[src/hw/rtl/tdpg_pkg.sv]
// Package for the trial-division prime generator.
// Holds the default sizes, the limit reset value, the controller states and the
// command and status structs. It depends on nothing else.
`default_nettype none

package tdpg_pkg;

  localparam int MAX_PRIMES_DEF = 128;
  localparam int VALUE_BITS_DEF = 16;
  localparam int LIMIT_BITS     = 8;
  localparam logic [LIMIT_BITS-1:0] LIMIT_RESET = 8'd100;

  typedef enum logic [2:0] {
    ST_IDLE,
    ST_LOOKUP,
    ST_LOAD,
    ST_CHECK,
    ST_DIVIDE,
    ST_FINISH
  } state_t;

  typedef enum logic [1:0] {
    RES_RESTART,
    RES_DONE,
    RES_PRIME,
    RES_EXHAUST
  } res_kind_t;

  typedef struct packed {
    logic      ram_rd;
    logic      latch_div;
    logic      div_start;
    logic      idx_clear;
    logic      idx_inc;
    logic      cand_inc;
    logic      commit_prime;
    logic      do_restart;
    logic      set_exh;
    logic      res_load;
    res_kind_t res_kind;
  } cmd_t;

  typedef struct packed {
    logic limit_hit;
    logic count_zero;
    logic last_index;
    logic root_passed;
    logic rem_done;
    logic rem_zero;
    logic cand_top;
  } sts_t;

endpackage

`default_nettype wire

[src/hw/rtl/tdpg_ram.sv]
// Generic single-write, single-read RAM with a registered read port.
// Used for the prime table; depends on nothing else.
`default_nettype none

module tdpg_ram #(
  parameter int WIDTH = 16,
  parameter int DEPTH = 128
) (
  input  wire logic                     clk,
  input  wire logic                     we,
  input  wire logic [$clog2(DEPTH)-1:0] waddr,
  input  wire logic [WIDTH-1:0]         wdata,
  input  wire logic                     re,
  input  wire logic [$clog2(DEPTH)-1:0] raddr,
  output logic      [WIDTH-1:0]         rdata
);

  logic [WIDTH-1:0] mem [DEPTH];

  always_ff @(posedge clk) begin
    if (we) begin
      mem[waddr] <= wdata;
    end
    if (re) begin
      rdata <= mem[raddr];
    end
  end

endmodule

`default_nettype wire

[src/hw/rtl/tdpg_rem.sv]
// Bit-serial remainder unit: one restoring step per cycle, VALUE_BITS steps.
// Only the zero test of the remainder is reported. Depends on nothing else.
`default_nettype none

module tdpg_rem #(
  parameter int VALUE_BITS = 16
) (
  input  wire logic                  clk,
  input  wire logic                  rst,
  input  wire logic                  start,
  input  wire logic [VALUE_BITS-1:0] dividend,
  input  wire logic [VALUE_BITS-1:0] divisor,
  output logic                       done,
  output logic                       rem_zero
);

  localparam int CNT_W = $clog2(VALUE_BITS + 1);

  logic                  busy;
  logic [CNT_W-1:0]      cnt;
  logic [VALUE_BITS-1:0] shreg;
  logic [VALUE_BITS-1:0] rem;
  logic [VALUE_BITS:0]   trial;
  logic [VALUE_BITS:0]   diff;

  // The partial remainder stays below the divisor, so the shifted value fits
  // in one extra bit and the difference always fits back in VALUE_BITS.
  assign trial = {rem, shreg[VALUE_BITS-1]};
  assign diff  = trial - {1'b0, divisor};

  always_ff @(posedge clk) begin
    if (rst) begin
      busy <= 1'b0;
      done <= 1'b0;
      cnt  <= '0;
    end else begin
      done <= busy && (cnt == CNT_W'(1));
      if (start) begin
        busy <= 1'b1;
        cnt  <= CNT_W'(VALUE_BITS);
      end else if (busy) begin
        cnt <= cnt - CNT_W'(1);
        if (cnt == CNT_W'(1)) begin
          busy <= 1'b0;
        end
      end
    end
  end

  always_ff @(posedge clk) begin
    if (start) begin
      rem   <= '0;
      shreg <= dividend;
    end else if (busy) begin
      shreg <= shreg << 1;
      if (trial >= {1'b0, divisor}) begin
        rem <= diff[VALUE_BITS-1:0];
      end else begin
        rem <= trial[VALUE_BITS-1:0];
      end
    end
  end

  assign rem_zero = (rem == '0);

endmodule

`default_nettype wire

[src/hw/rtl/tdpg_datapath.sv]
// Datapath of the prime generator: candidate, count, trial index, limit
// register, prime table, squaring stage, remainder unit and result register.
// Depends on tdpg_pkg, tdpg_ram and tdpg_rem.
`default_nettype none

module tdpg_datapath #(
  parameter int MAX_PRIMES = tdpg_pkg::MAX_PRIMES_DEF,
  parameter int VALUE_BITS = tdpg_pkg::VALUE_BITS_DEF
) (
  input  wire logic                               clk,
  input  wire logic                               rst,
  input  wire tdpg_pkg::cmd_t                     cmd,
  output tdpg_pkg::sts_t                          sts,
  input  wire logic                               cfg_we,
  input  wire logic [tdpg_pkg::LIMIT_BITS-1:0]    cfg_data,
  output logic      [VALUE_BITS-1:0]              res_value,
  output logic      [$clog2(MAX_PRIMES)-1:0]      res_index,
  output logic                                    res_done
);

  localparam int IW    = $clog2(MAX_PRIMES);
  localparam int CW    = $clog2(MAX_PRIMES + 1);
  localparam int CMP_W = (CW > tdpg_pkg::LIMIT_BITS) ? CW : tdpg_pkg::LIMIT_BITS;

  logic [tdpg_pkg::LIMIT_BITS-1:0] limit_q;
  logic [CW-1:0]                   count;
  logic [VALUE_BITS-1:0]           cand;
  logic                            exh;
  logic [IW-1:0]                   idx;
  logic [VALUE_BITS-1:0]           divr;
  logic [2*VALUE_BITS-1:0]         sq;
  logic [VALUE_BITS-1:0]           ram_rdata;
  logic [CMP_W-1:0]                lim_ext;
  logic [CMP_W-1:0]                lim_eff;
  logic                            cand_top;
  logic                            rem_done;
  logic                            rem_zero;

  assign cand_top = (cand == {VALUE_BITS{1'b1}});
  assign lim_ext  = CMP_W'(limit_q);
  assign lim_eff  = (lim_ext > CMP_W'(MAX_PRIMES)) ? CMP_W'(MAX_PRIMES) : lim_ext;

  always_ff @(posedge clk) begin
    if (rst) begin
      limit_q <= tdpg_pkg::LIMIT_RESET;
      count   <= '0;
      cand    <= VALUE_BITS'(2);
      exh     <= 1'b0;
      idx     <= '0;
    end else begin
      if (cfg_we) begin
        limit_q <= cfg_data;
      end
      if (cmd.idx_clear) begin
        idx <= '0;
      end else if (cmd.idx_inc) begin
        idx <= idx + IW'(1);
      end
      if (cmd.do_restart) begin
        count <= '0;
        cand  <= VALUE_BITS'(2);
        exh   <= 1'b0;
      end else if (cmd.commit_prime) begin
        count <= count + CW'(1);
        if (cand_top) begin
          exh <= 1'b1;
        end else begin
          cand <= cand + VALUE_BITS'(1);
        end
      end else begin
        if (cmd.cand_inc) begin
          cand <= cand + VALUE_BITS'(1);
        end
        if (cmd.set_exh) begin
          exh <= 1'b1;
        end
      end
    end
  end

  tdpg_ram #(
    .WIDTH(VALUE_BITS),
    .DEPTH(MAX_PRIMES)
  ) u_table (
    .clk  (clk),
    .we   (cmd.commit_prime),
    .waddr(count[IW-1:0]),
    .wdata(cand),
    .re   (cmd.ram_rd),
    .raddr(idx),
    .rdata(ram_rdata)
  );

  // Divisor and its square are registered together; the square bounds the
  // search at the root of the candidate.
  always_ff @(posedge clk) begin
    if (cmd.latch_div) begin
      divr <= ram_rdata;
      sq   <= ram_rdata * ram_rdata;
    end
  end

  tdpg_rem #(
    .VALUE_BITS(VALUE_BITS)
  ) u_rem (
    .clk     (clk),
    .rst     (rst),
    .start   (cmd.div_start),
    .dividend(cand),
    .divisor (divr),
    .done    (rem_done),
    .rem_zero(rem_zero)
  );

  always_ff @(posedge clk) begin
    if (cmd.res_load) begin
      unique case (cmd.res_kind)
        tdpg_pkg::RES_PRIME: begin
          res_value <= cand;
          res_index <= count[IW-1:0];
          res_done  <= 1'b0;
        end
        tdpg_pkg::RES_RESTART: begin
          res_value <= '0;
          res_index <= '0;
          res_done  <= 1'b0;
        end
        default: begin
          res_value <= '0;
          res_index <= '0;
          res_done  <= 1'b1;
        end
      endcase
    end
  end

  assign sts.limit_hit   = exh || (CMP_W'(count) >= lim_eff);
  assign sts.count_zero  = (count == '0);
  assign sts.last_index  = ((CW'(idx) + CW'(1)) == count);
  assign sts.root_passed = (sq > (2*VALUE_BITS)'(cand));
  assign sts.rem_done    = rem_done;
  assign sts.rem_zero    = rem_zero;
  assign sts.cand_top    = cand_top;

endmodule

`default_nettype wire

[src/hw/rtl/tdpg_ctrl.sv]
// Controller of the prime generator: the request state machine and the
// output valid flag. Depends on tdpg_pkg.
`default_nettype none

module tdpg_ctrl (
  input  wire logic           clk,
  input  wire logic           rst,
  input  wire logic           in_valid,
  input  wire logic           restart,
  output logic                in_ready,
  output logic                out_valid,
  input  wire logic           out_ready,
  input  wire tdpg_pkg::sts_t sts,
  output tdpg_pkg::cmd_t      cmd
);

  tdpg_pkg::state_t    state;
  tdpg_pkg::state_t    state_next;
  tdpg_pkg::res_kind_t kind;
  tdpg_pkg::res_kind_t kind_next;
  logic                out_free;

  assign out_free = !out_valid || out_ready;

  always_ff @(posedge clk) begin
    if (rst) begin
      state     <= tdpg_pkg::ST_IDLE;
      kind      <= tdpg_pkg::RES_DONE;
      out_valid <= 1'b0;
    end else begin
      state <= state_next;
      kind  <= kind_next;
      if (cmd.res_load) begin
        out_valid <= 1'b1;
      end else if (out_ready) begin
        out_valid <= 1'b0;
      end
    end
  end

  always_comb begin
    state_next = state;
    kind_next  = kind;
    unique case (state)
      tdpg_pkg::ST_IDLE: begin
        if (in_valid) begin
          if (restart) begin
            kind_next  = tdpg_pkg::RES_RESTART;
            state_next = tdpg_pkg::ST_FINISH;
          end else if (sts.limit_hit) begin
            kind_next  = tdpg_pkg::RES_DONE;
            state_next = tdpg_pkg::ST_FINISH;
          end else if (sts.count_zero) begin
            kind_next  = tdpg_pkg::RES_PRIME;
            state_next = tdpg_pkg::ST_FINISH;
          end else begin
            state_next = tdpg_pkg::ST_LOOKUP;
          end
        end
      end
      tdpg_pkg::ST_LOOKUP: begin
        state_next = tdpg_pkg::ST_LOAD;
      end
      tdpg_pkg::ST_LOAD: begin
        state_next = tdpg_pkg::ST_CHECK;
      end
      tdpg_pkg::ST_CHECK: begin
        if (sts.root_passed) begin
          kind_next  = tdpg_pkg::RES_PRIME;
          state_next = tdpg_pkg::ST_FINISH;
        end else begin
          state_next = tdpg_pkg::ST_DIVIDE;
        end
      end
      tdpg_pkg::ST_DIVIDE: begin
        if (sts.rem_done) begin
          if (sts.rem_zero) begin
            if (sts.cand_top) begin
              kind_next  = tdpg_pkg::RES_EXHAUST;
              state_next = tdpg_pkg::ST_FINISH;
            end else begin
              state_next = tdpg_pkg::ST_LOOKUP;
            end
          end else if (sts.last_index) begin
            kind_next  = tdpg_pkg::RES_PRIME;
            state_next = tdpg_pkg::ST_FINISH;
          end else begin
            state_next = tdpg_pkg::ST_LOOKUP;
          end
        end
      end
      tdpg_pkg::ST_FINISH: begin
        if (out_free) begin
          state_next = tdpg_pkg::ST_IDLE;
        end
      end
      default: begin
        state_next = tdpg_pkg::ST_IDLE;
      end
    endcase
  end

  always_comb begin
    cmd          = '0;
    cmd.res_kind = kind;
    in_ready     = 1'b0;
    unique case (state)
      tdpg_pkg::ST_IDLE: begin
        in_ready      = 1'b1;
        cmd.idx_clear = in_valid;
      end
      tdpg_pkg::ST_LOOKUP: begin
        cmd.ram_rd = 1'b1;
      end
      tdpg_pkg::ST_LOAD: begin
        cmd.latch_div = 1'b1;
      end
      tdpg_pkg::ST_CHECK: begin
        cmd.div_start = !sts.root_passed;
      end
      tdpg_pkg::ST_DIVIDE: begin
        if (sts.rem_done) begin
          if (sts.rem_zero) begin
            cmd.cand_inc  = !sts.cand_top;
            cmd.idx_clear = !sts.cand_top;
          end else begin
            cmd.idx_inc = !sts.last_index;
          end
        end
      end
      tdpg_pkg::ST_FINISH: begin
        if (out_free) begin
          cmd.res_load     = 1'b1;
          cmd.do_restart   = (kind == tdpg_pkg::RES_RESTART);
          cmd.commit_prime = (kind == tdpg_pkg::RES_PRIME);
          cmd.set_exh      = (kind == tdpg_pkg::RES_EXHAUST);
        end
      end
      default: begin
        in_ready = 1'b0;
      end
    endcase
  end

endmodule

`default_nettype wire

[src/hw/rtl/trial_division_prime_generator_unit.sv]
// Top level of the incremental trial-division prime generator.
// Joins the controller (tdpg_ctrl) and the datapath (tdpg_datapath); uses tdpg_pkg.
`default_nettype none

// Each beat on the input channel is one request. With restart high the
// block forgets every prime it holds, goes back to candidate 2 and returns a
// beat of zeros. With restart low it returns the next prime and its position
// in the sequence, or a beat with done_res high once prime_limit primes have
// been given (a limit above MAX_PRIMES counts as MAX_PRIMES) or the candidate
// range of VALUE_BITS bits has run out; that state holds until a restart.
// The block works on one request at a time. A request that needs no search
// (a restart, a done beat or the first prime) goes from idle straight to the
// finish state, which loads the result register once the output register is
// free, and the block then returns to idle to take the next request. In a
// search, each prime tried goes through a lookup state (the registered read
// of the prime table), a load state that registers the divisor and its
// square, a check state and, unless the square exceeds the candidate, a
// divide state in which the bit-serial remainder unit runs the trial
// division. The last candidate is passed as prime when the square of the
// next stored prime exceeds it or when no stored prime divides it. Only
// primes whose square does not exceed the candidate are tried, so the work
// per candidate grows with the square root of the candidate. A finished beat
// waits in the output register, and the next request is taken while it waits.
// The limit register may be written at any time the block is idle; the
// configuration channel is always ready.
module trial_division_prime_generator_unit #(
  parameter int MAX_PRIMES = tdpg_pkg::MAX_PRIMES_DEF,
  parameter int VALUE_BITS = tdpg_pkg::VALUE_BITS_DEF
) (
  input  wire logic                            clk,
  input  wire logic                            rst,
  input  wire logic                            in_valid,
  output logic                                 in_ready,
  input  wire logic                            restart,
  output logic                                 out_valid,
  input  wire logic                            out_ready,
  output logic      [VALUE_BITS-1:0]           prime_value,
  output logic      [$clog2(MAX_PRIMES)-1:0]   prime_index,
  output logic                                 done_res,
  input  wire logic                            cfg_valid,
  output logic                                 cfg_ready,
  input  wire logic [tdpg_pkg::LIMIT_BITS-1:0] prime_limit
);

  tdpg_pkg::cmd_t cmd;
  tdpg_pkg::sts_t sts;

  // The limit register is a plain register, so every configuration beat is
  // taken at once.
  assign cfg_ready = 1'b1;

  tdpg_ctrl u_ctrl (
    .clk      (clk),
    .rst      (rst),
    .in_valid (in_valid),
    .restart  (restart),
    .in_ready (in_ready),
    .out_valid(out_valid),
    .out_ready(out_ready),
    .sts      (sts),
    .cmd      (cmd)
  );

  // The datapath holds the candidate, the count of primes found, the prime
  // table and the result register that drives the output fields.
  tdpg_datapath #(
    .MAX_PRIMES(MAX_PRIMES),
    .VALUE_BITS(VALUE_BITS)
  ) u_dp (
    .clk      (clk),
    .rst      (rst),
    .cmd      (cmd),
    .sts      (sts),
    .cfg_we   (cfg_valid && cfg_ready),
    .cfg_data (prime_limit),
    .res_value(prime_value),
    .res_index(prime_index),
    .res_done (done_res)
  );

endmodule

`default_nettype wire

[config.mk]
export PLATFORM = sky130hd
export DESIGN_NAME = trial_division_prime_generator_unit
export DESIGN_NICKNAME = d
export VERILOG_FILES = /design/src/hw/rtl/tdpg_pkg.sv /design/src/hw/rtl/tdpg_ram.sv /design/src/hw/rtl/tdpg_rem.sv /design/src/hw/rtl/tdpg_datapath.sv /design/src/hw/rtl/tdpg_ctrl.sv /design/src/hw/rtl/trial_division_prime_generator_unit.sv
export SDC_FILE = /design/constraint.sdc
export NUM_CORES = 2
export LEC_CHECK = 0
export ABC_AREA = 1
export BUFFER_PORTS_ARGS = -buffer_cell sky130_fd_sc_hd__buf_4
export CAP_MARGIN = 40
export CORE_MARGIN = 1
export CORE_UTILIZATION = 40
export DETAILED_ROUTE_END_ITERATION = 8
export GPL_ROUTABILITY_DRIVEN = 0
export PLACE_DENSITY = 0.54
export SLEW_MARGIN = 20
export SYNTH_ARGS = -nofsm -noshare
export SYNTH_HDL_FRONTEND = slang
export SYNTH_HIERARCHICAL = 1
export SYNTH_SLANG_ARGS = --single-unit
[constraint.sdc]
create_clock -name clk -period 9.9 [get_ports clk]
set_clock_uncertainty 0.05 [all_clocks]
set_input_delay 1.485 -clock clk [delete_from_list [all_inputs] [get_ports clk]]
set_output_delay 1.485 -clock clk [all_outputs]
set_load 0.01 [all_outputs]
---- Word-level counts from Yosys, hierarchy flattened ----
Memories as Yosys holds them, arrays and structs flattened. A register that Yosys moved wholly into a read port is not among the register bits.
Cells that the tools add are included.
word-level totals
  word-level logic and storage cells ...... 126
  RAM bits ................................ 2048
  memories kept ........................... 1
  bits of input ports ..................... 14
  output and inout bits ................... 27
  flip-flop bits (word level) ............. 157
memories
  memory            words  bits a word  read ports  clocked after memory_dff  write ports  RTL line        text
  u_dp.u_table.mem  128    16           1           1                         1            tdpg_ram.sv:18  logic [WIDTH-1:0] mem [DEPTH];
operators by class
  reduce and logical (&&, ||, !) cells .... 24
  equality and inequality tests ........... 19
  mux-type cells .......................... 52
  $lt $le $gt $ge ......................... 4
  add/sub/neg operators ................... 6
  $mul .................................... 1
operators by type and width
  operator                                                                  number
  16-bit two-way mux                                                        6
  32-bit by 16-bit greater-than comparator with 1-bit output                1
  16-bit by 16-bit multiplier with 32-bit output                            1
  3-bit two-way mux                                                         10
  2-bit two-way mux                                                         10
  1-bit two-way mux                                                         18
  3-bit case mux with 6 select lines                                        1
  17-bit by 16-bit greater-or-equal comparator with 1-bit output            1
  16-bit by 1-bit adder with 16-bit output (second input constant)          1
  16-bit == test (second input constant)                                    1
  16-bit logical NOT                                                        1
  16-bit subtractor                                                         1
  5-bit two-way mux                                                         2
  7-bit by 1-bit adder with 8-bit output (second input constant)            1
  8-bit by 1-bit adder with 8-bit output (second input constant)            1
  8-bit == test                                                             1
  8-bit greater-or-equal comparator                                         1
  8-bit greater-than comparator (second input constant)                     1
  8-bit logical NOT                                                         1
  4-bit two-way mux                                                         2
  8-bit two-way mux                                                         1
  2-bit by 1-bit inequality test with 1-bit output (second input constant)  4
  2-bit nonzero test                                                        4
  2-bit OR reduction                                                        4
  22 further kinds                                                          31

---- Depth between registers and ports, before layout ----
  depth after elaboration ................. 8
  depth in mapped cells ................... 27
  depth with buffers taken out ............ 25

---- Modules after synthesis ----
The synthesis kept the hierarchy.
modules (own cells, without submodules)
  module                               sequential area each (µm²)  times used  cells each  area an instance (µm²)
  tdpg_ram                             61979.4                     1           6793        82988.3
  tdpg_datapath                        2902.8                      1           1655        13062.5
  tdpg_rem                             940.9                       1           458         2949.1
  tdpg_ctrl                            120.1                       1           79          475.5
  trial_division_prime_generator_unit  0.0                         1           2           11.3

---- Least setup slack after synthesis ----
OpenSTA, ideal clock, no wires.
  path type ............................... reg-to-reg
  start point ............................. register u_dp.u_table.rdata[4] (read register of u_dp.u_table.mem)
  end point ............................... register u_dp.sq[29] (data pin)
  setup time .............................. 0.252 ns
  period minus slack after synthesis ...... 5.555 ns
  path buffers ............................ 2
  data required time ...................... 9.598 ns
  path slack .............................. 4.345 ns
  cell stages (with the launch flop) ...... 22
  data arrival time ....................... 5.252 ns
  cell sequence ........................... edfxtp_1 -> clkbuf_1 -> clkbuf_1 -> nand2_1 -> fa_1 -> inv_1 -> fa_1 -> fa_1 -> fa_1 -> fa_1 -> inv_1 -> fa_1 -> inv_1 -> ha_1 -> nand2_1 -> inv_1 -> a21oi_1 -> nand2_1 -> a21oi_1 -> nand2_1 -> nand2_1 -> nand2_1
on the way
  cells in the longest elaborated chain, start to end .. 1
RTL lines
  what                                            RTL line             text
  start, declared                                 tdpg_ram.sv:15       output logic [WIDTH-1:0] rdata
  16-bit by 16-bit multiplier with 32-bit output  tdpg_datapath.sv:99  sq <= ram_rdata * ram_rdata;
  end signal, assigned                            tdpg_datapath.sv:99
  end, declared                                   tdpg_datapath.sv:31  logic [2*VALUE_BITS-1:0] sq;
No other way between the ends.
A chain may end at the register's enable or synchronous reset.

---- Worst setup path after layout ----
  start point ............................. register u_dp.u_table.rdata[9] (read register of u_dp.u_table.mem)
  end point ............................... register u_dp.sq[23] (data pin)
The elaborated chain is that of the path after synthesis.

==> impl_results.md <==
- Min Tclk post-route: about 6.0 ns
- Share of synthesized registers carrying an async set or reset: 0
- Final setup margin: 3.926 ns
- Critical path endpoint category: flop
- Combinational family with the most area after synthesis: simple AND/OR/NAND/NOR gates
- Setup Fix Bufs, Post-CTS: 0
- Detail Placement HPWL: 164.4 mm
- Congestion Overflow GR: 0
- Setup TNS: 0 ns
- P_sw: 17.37 mW
- Wire length of the first global-routing pass: 427.3 mm
- Simple-Gate Fraction of Synth Area: 0.2267
- Clock root cell: clkbuf_16
- Pwr/cell area: 364.7 nW/µm²
- R2R cell count: 20
- Hold slack: 0.4222 ns
- Largest net degree at the start of global routing: 193
- Hold Path Class: flop to flop
- Design area: about 110000 µm²
- TritonCTS buffer count: between 200 and 250
- Cell Count, Final, Fillers Out: 12500
- Post-synthesis instance total: 8987
- Number of H-tree levels: 4
- Worst-path clk slew: approximately 0.06 ns
- Switch share: 0.4283
- Gate power share: 0.513
- Top_reg_cell synth: edfxtp_1
- Static Leak: 43.01 nW
- R2R Path End: u_dp/sq[23]
- Post-synthesis compound-gate area fraction: 0.006842
- Share of layout cells above drive strength 1: 0.07420
- Max clock buf depth: 3
- DP Cell Count: 12060
- DR pass1 iterations: 6
- Flop pwr share: 0.280
- Arr. time, crit path: 6.56 ns
- Mapped Nets: 9311
- Routed Antenna Nets: 0
- Clock latency at the later pin of the worst-skew pair: 0.89 ns
- Post-synth EDFFs: 2150
- Critical-path maximum fanout: 17
- Vias in the first global route: 64420
- Area Overhead vs Synth: 11.74%
- Hold Path End: u_dp/u_rem/rem[7]
- I/O pins: 41
- Mean post-synth cell area: 11.07 µm²
- Final Hold Viols: 0
- Routed length per instance: between 20 and 25 µm
- Reg2Reg Setup Slack: 3.93 ns
- Initial Util: 0.4034
- Critical path launch point type: flop
- Cell Area, Placed: 103700 µm²
- Max-slew violations: 0
- Cell area after synthesis: 99490 µm²
- Multiplexer share of the synthesized area: 0.0001132
- Fmax: approximately 0.17 GHz
- Die Y-Extent: 500.7 µm
- Most frequent cells in the layout: 2700 x nand2_1, 2150 x edfxtp_1, 2131 x nand3_1
- Via Count: between 60000 and 70000
- Max-Cap Viols: 0
- Synth warn: 6
- Num rows: 182
- CTS tree: done
- Sequential element share of the synthesized area: 0.6628
- Setup violations, final: 0
- Total wire length: 285.8 mm
- Unique masters post-synth: 48
- Nets@finish: 9318
- Worst IR Drop VDD: about 1.3 mV
- Vias/cell: ~5.4
- DRC viols: 0
- 1st-iter DRT viols: roughly 7000
- Kind of critical path: flop to flop
- Gr usage total: 0.2269
- Synth Area in XOR/XNOR: 0.003748
- Most common cell after layout, fill and taps aside: nand2_1
- IO Port Bufs: 39
- Die area: about 250000 µm²
- RSZ-0062 raised after global routing: no
- Hold buffer count at CTS: 0
- Post-cts sizing count: 0
- Initial antenna violation count: 8
- Fin crit share: 0.6035
- Worst reg2reg path startpoint: u_dp/u_table/rdata[9]
- Hold Crit Start: u_dp/u_rem/rem[7]
- Synth Area in Adders: 0.05144
- Slew HR: 0.1648
- Worst-Margin Slew: 1.253 ns
- Worst EP required: 10.48 ns
- P_int: 23.18 mW
- Setup WS pre-CTS: 3.885 ns
- Die width: between 500 and 600 µm
- Clock network power share: 0.207
- Status: finished, final reports clean
- Number of synthesized register bits: 2219
- Hold Path Depth: 2
- Core Footprint: 246600 µm²
- Num Clock Sinks: approximately 2200
-- power groups by stage --
stage / registers [mW] / logic (mW) / clock network (mW)
detailed placement: 11.6 / 20.7 / 0
floorplan: 11.4 / 15.7 / 0
global route: 11.4 / 23.9 / 8.90
finish: 11.4 / 20.8 / 8.40
CTS: 11.4 / 20.9 / 8.55
global placement: 11.6 / 20.7 / 0
-- metrics by stage --
step | utilization | power, mW
3_5_place_dp | 0.4204 | 32.27
6_report | 0.4508 | 40.54
2_1_floorplan | - | 27.11
3_3_place_gp | 0.4179 | 32.21
5_1_grt | 0.4508 | 44.19
4_1_cts | 0.4497 | 40.76
-- flip-flops by register name (all words and copies together), names as in the netlist, 8 cells and up --
register / flops
u_dp/u_rem/shreg: 16
u_dp/res_value: 16
u_dp/cand: 16
u_dp/u_table/rdata: 16
u_dp/sq: 30
u_dp/divr: 16
u_dp/lim_ext: 8
u_dp/count: 8
u_dp/u_rem/rem: 16
u_dp/u_table/mem: 2048
-- routing by layer --
layer  vias up  wire, µm  global-route usage
met3       388     20150             0.03286
li1      30940         -                   -
met4         4      6621             0.05887
met5         -        22                   0
met2      2374    132800              0.3590
met1     33430    126300              0.3266
-- critical path, stage by stage, from the launching register on --
cell      delay (ns)
edfxtp_1        0.85
nand2_1         0.21
fa_1            0.55
inv_1           0.05
fa_1            0.50
inv_1           0.05
fa_1            0.48
inv_1           0.06
fa_1            0.50
fa_1            0.55
inv_1           0.05
fa_1            0.53
inv_1           0.04
ha_1            0.35
nand2_1         0.11
nor2_1          0.27
nand3_1         0.12
nand3_1         0.20
nand2_1         0.10
nand3_1         0.08
nand2_1         0.07
-- how the worst max path moves through the flow --
stage             endpoint  depth (start not counted)  slack, ns                  start
6_report       u_dp/sq[23]                         20       3.93  u_dp/u_table/rdata[9]
5_1_grt        u_dp/sq[24]                         18       3.56  u_dp/u_table/rdata[4]
4_1_cts        u_dp/sq[23]                         20       3.90  u_dp/u_table/rdata[9]
3_5_place_dp   u_dp/sq[23]                         20       3.88  u_dp/u_table/rdata[9]
3_3_place_gp   u_dp/sq[31]                         20       3.92  u_dp/u_table/rdata[9]
2_1_floorplan  u_dp/sq[29]                         21       4.35  u_dp/u_table/rdata[4]
-- logic make-up after synthesis --
kind of cell    Yosys count
compound gates          127
xor+xnor                 41
fa+ha+maj               310
buf+inv                1069
flops                  2219
mux                       1
other cells               1
simple gates           5219
-- cells in the mapped netlist (26+ instances only) --
cell type | count | share of area
buf_1 | 42 | 0.0016
nor3_1 | 26 | 0.0013
clkbuf_1 | 119 | 0.0045
buf_6 | 28 | 0.0032
inv_1 | 553 | 0.021
dfxtp_1 | 69 | 0.014
buf_2 | 251 | 0.013
a21oi_1 | 79 | 0.0040
ha_1 | 145 | 0.018
nor2_1 | 289 | 0.011
nand3_1 | 2131 | 0.11
fa_1 | 165 | 0.033
buf_4 | 67 | 0.0051
edfxtp_1 | 2150 | 0.65
xor2_1 | 29 | 0.0026
o21ai_0 | 27 | 0.0014
nand2_1 | 2700 | 0.10
-- layout make-up --
| class | count | area (µm²) |
|---|---|---|
| multi-input combinational | 5699 | 28840 |
| clock inverter | 133 | 1117 |
| sequential | 2219 | 66020 |
| antenna | 1 | 2.502 |
| clock buffer | 296 | 6108 |
| timing repair buffer | 283 | 2791 |
| tap | 3312 | 4144 |
| fill | 22630 | 135500 |
| inverter | 561 | 2140 |
Power figures use the tool's default switching activity.
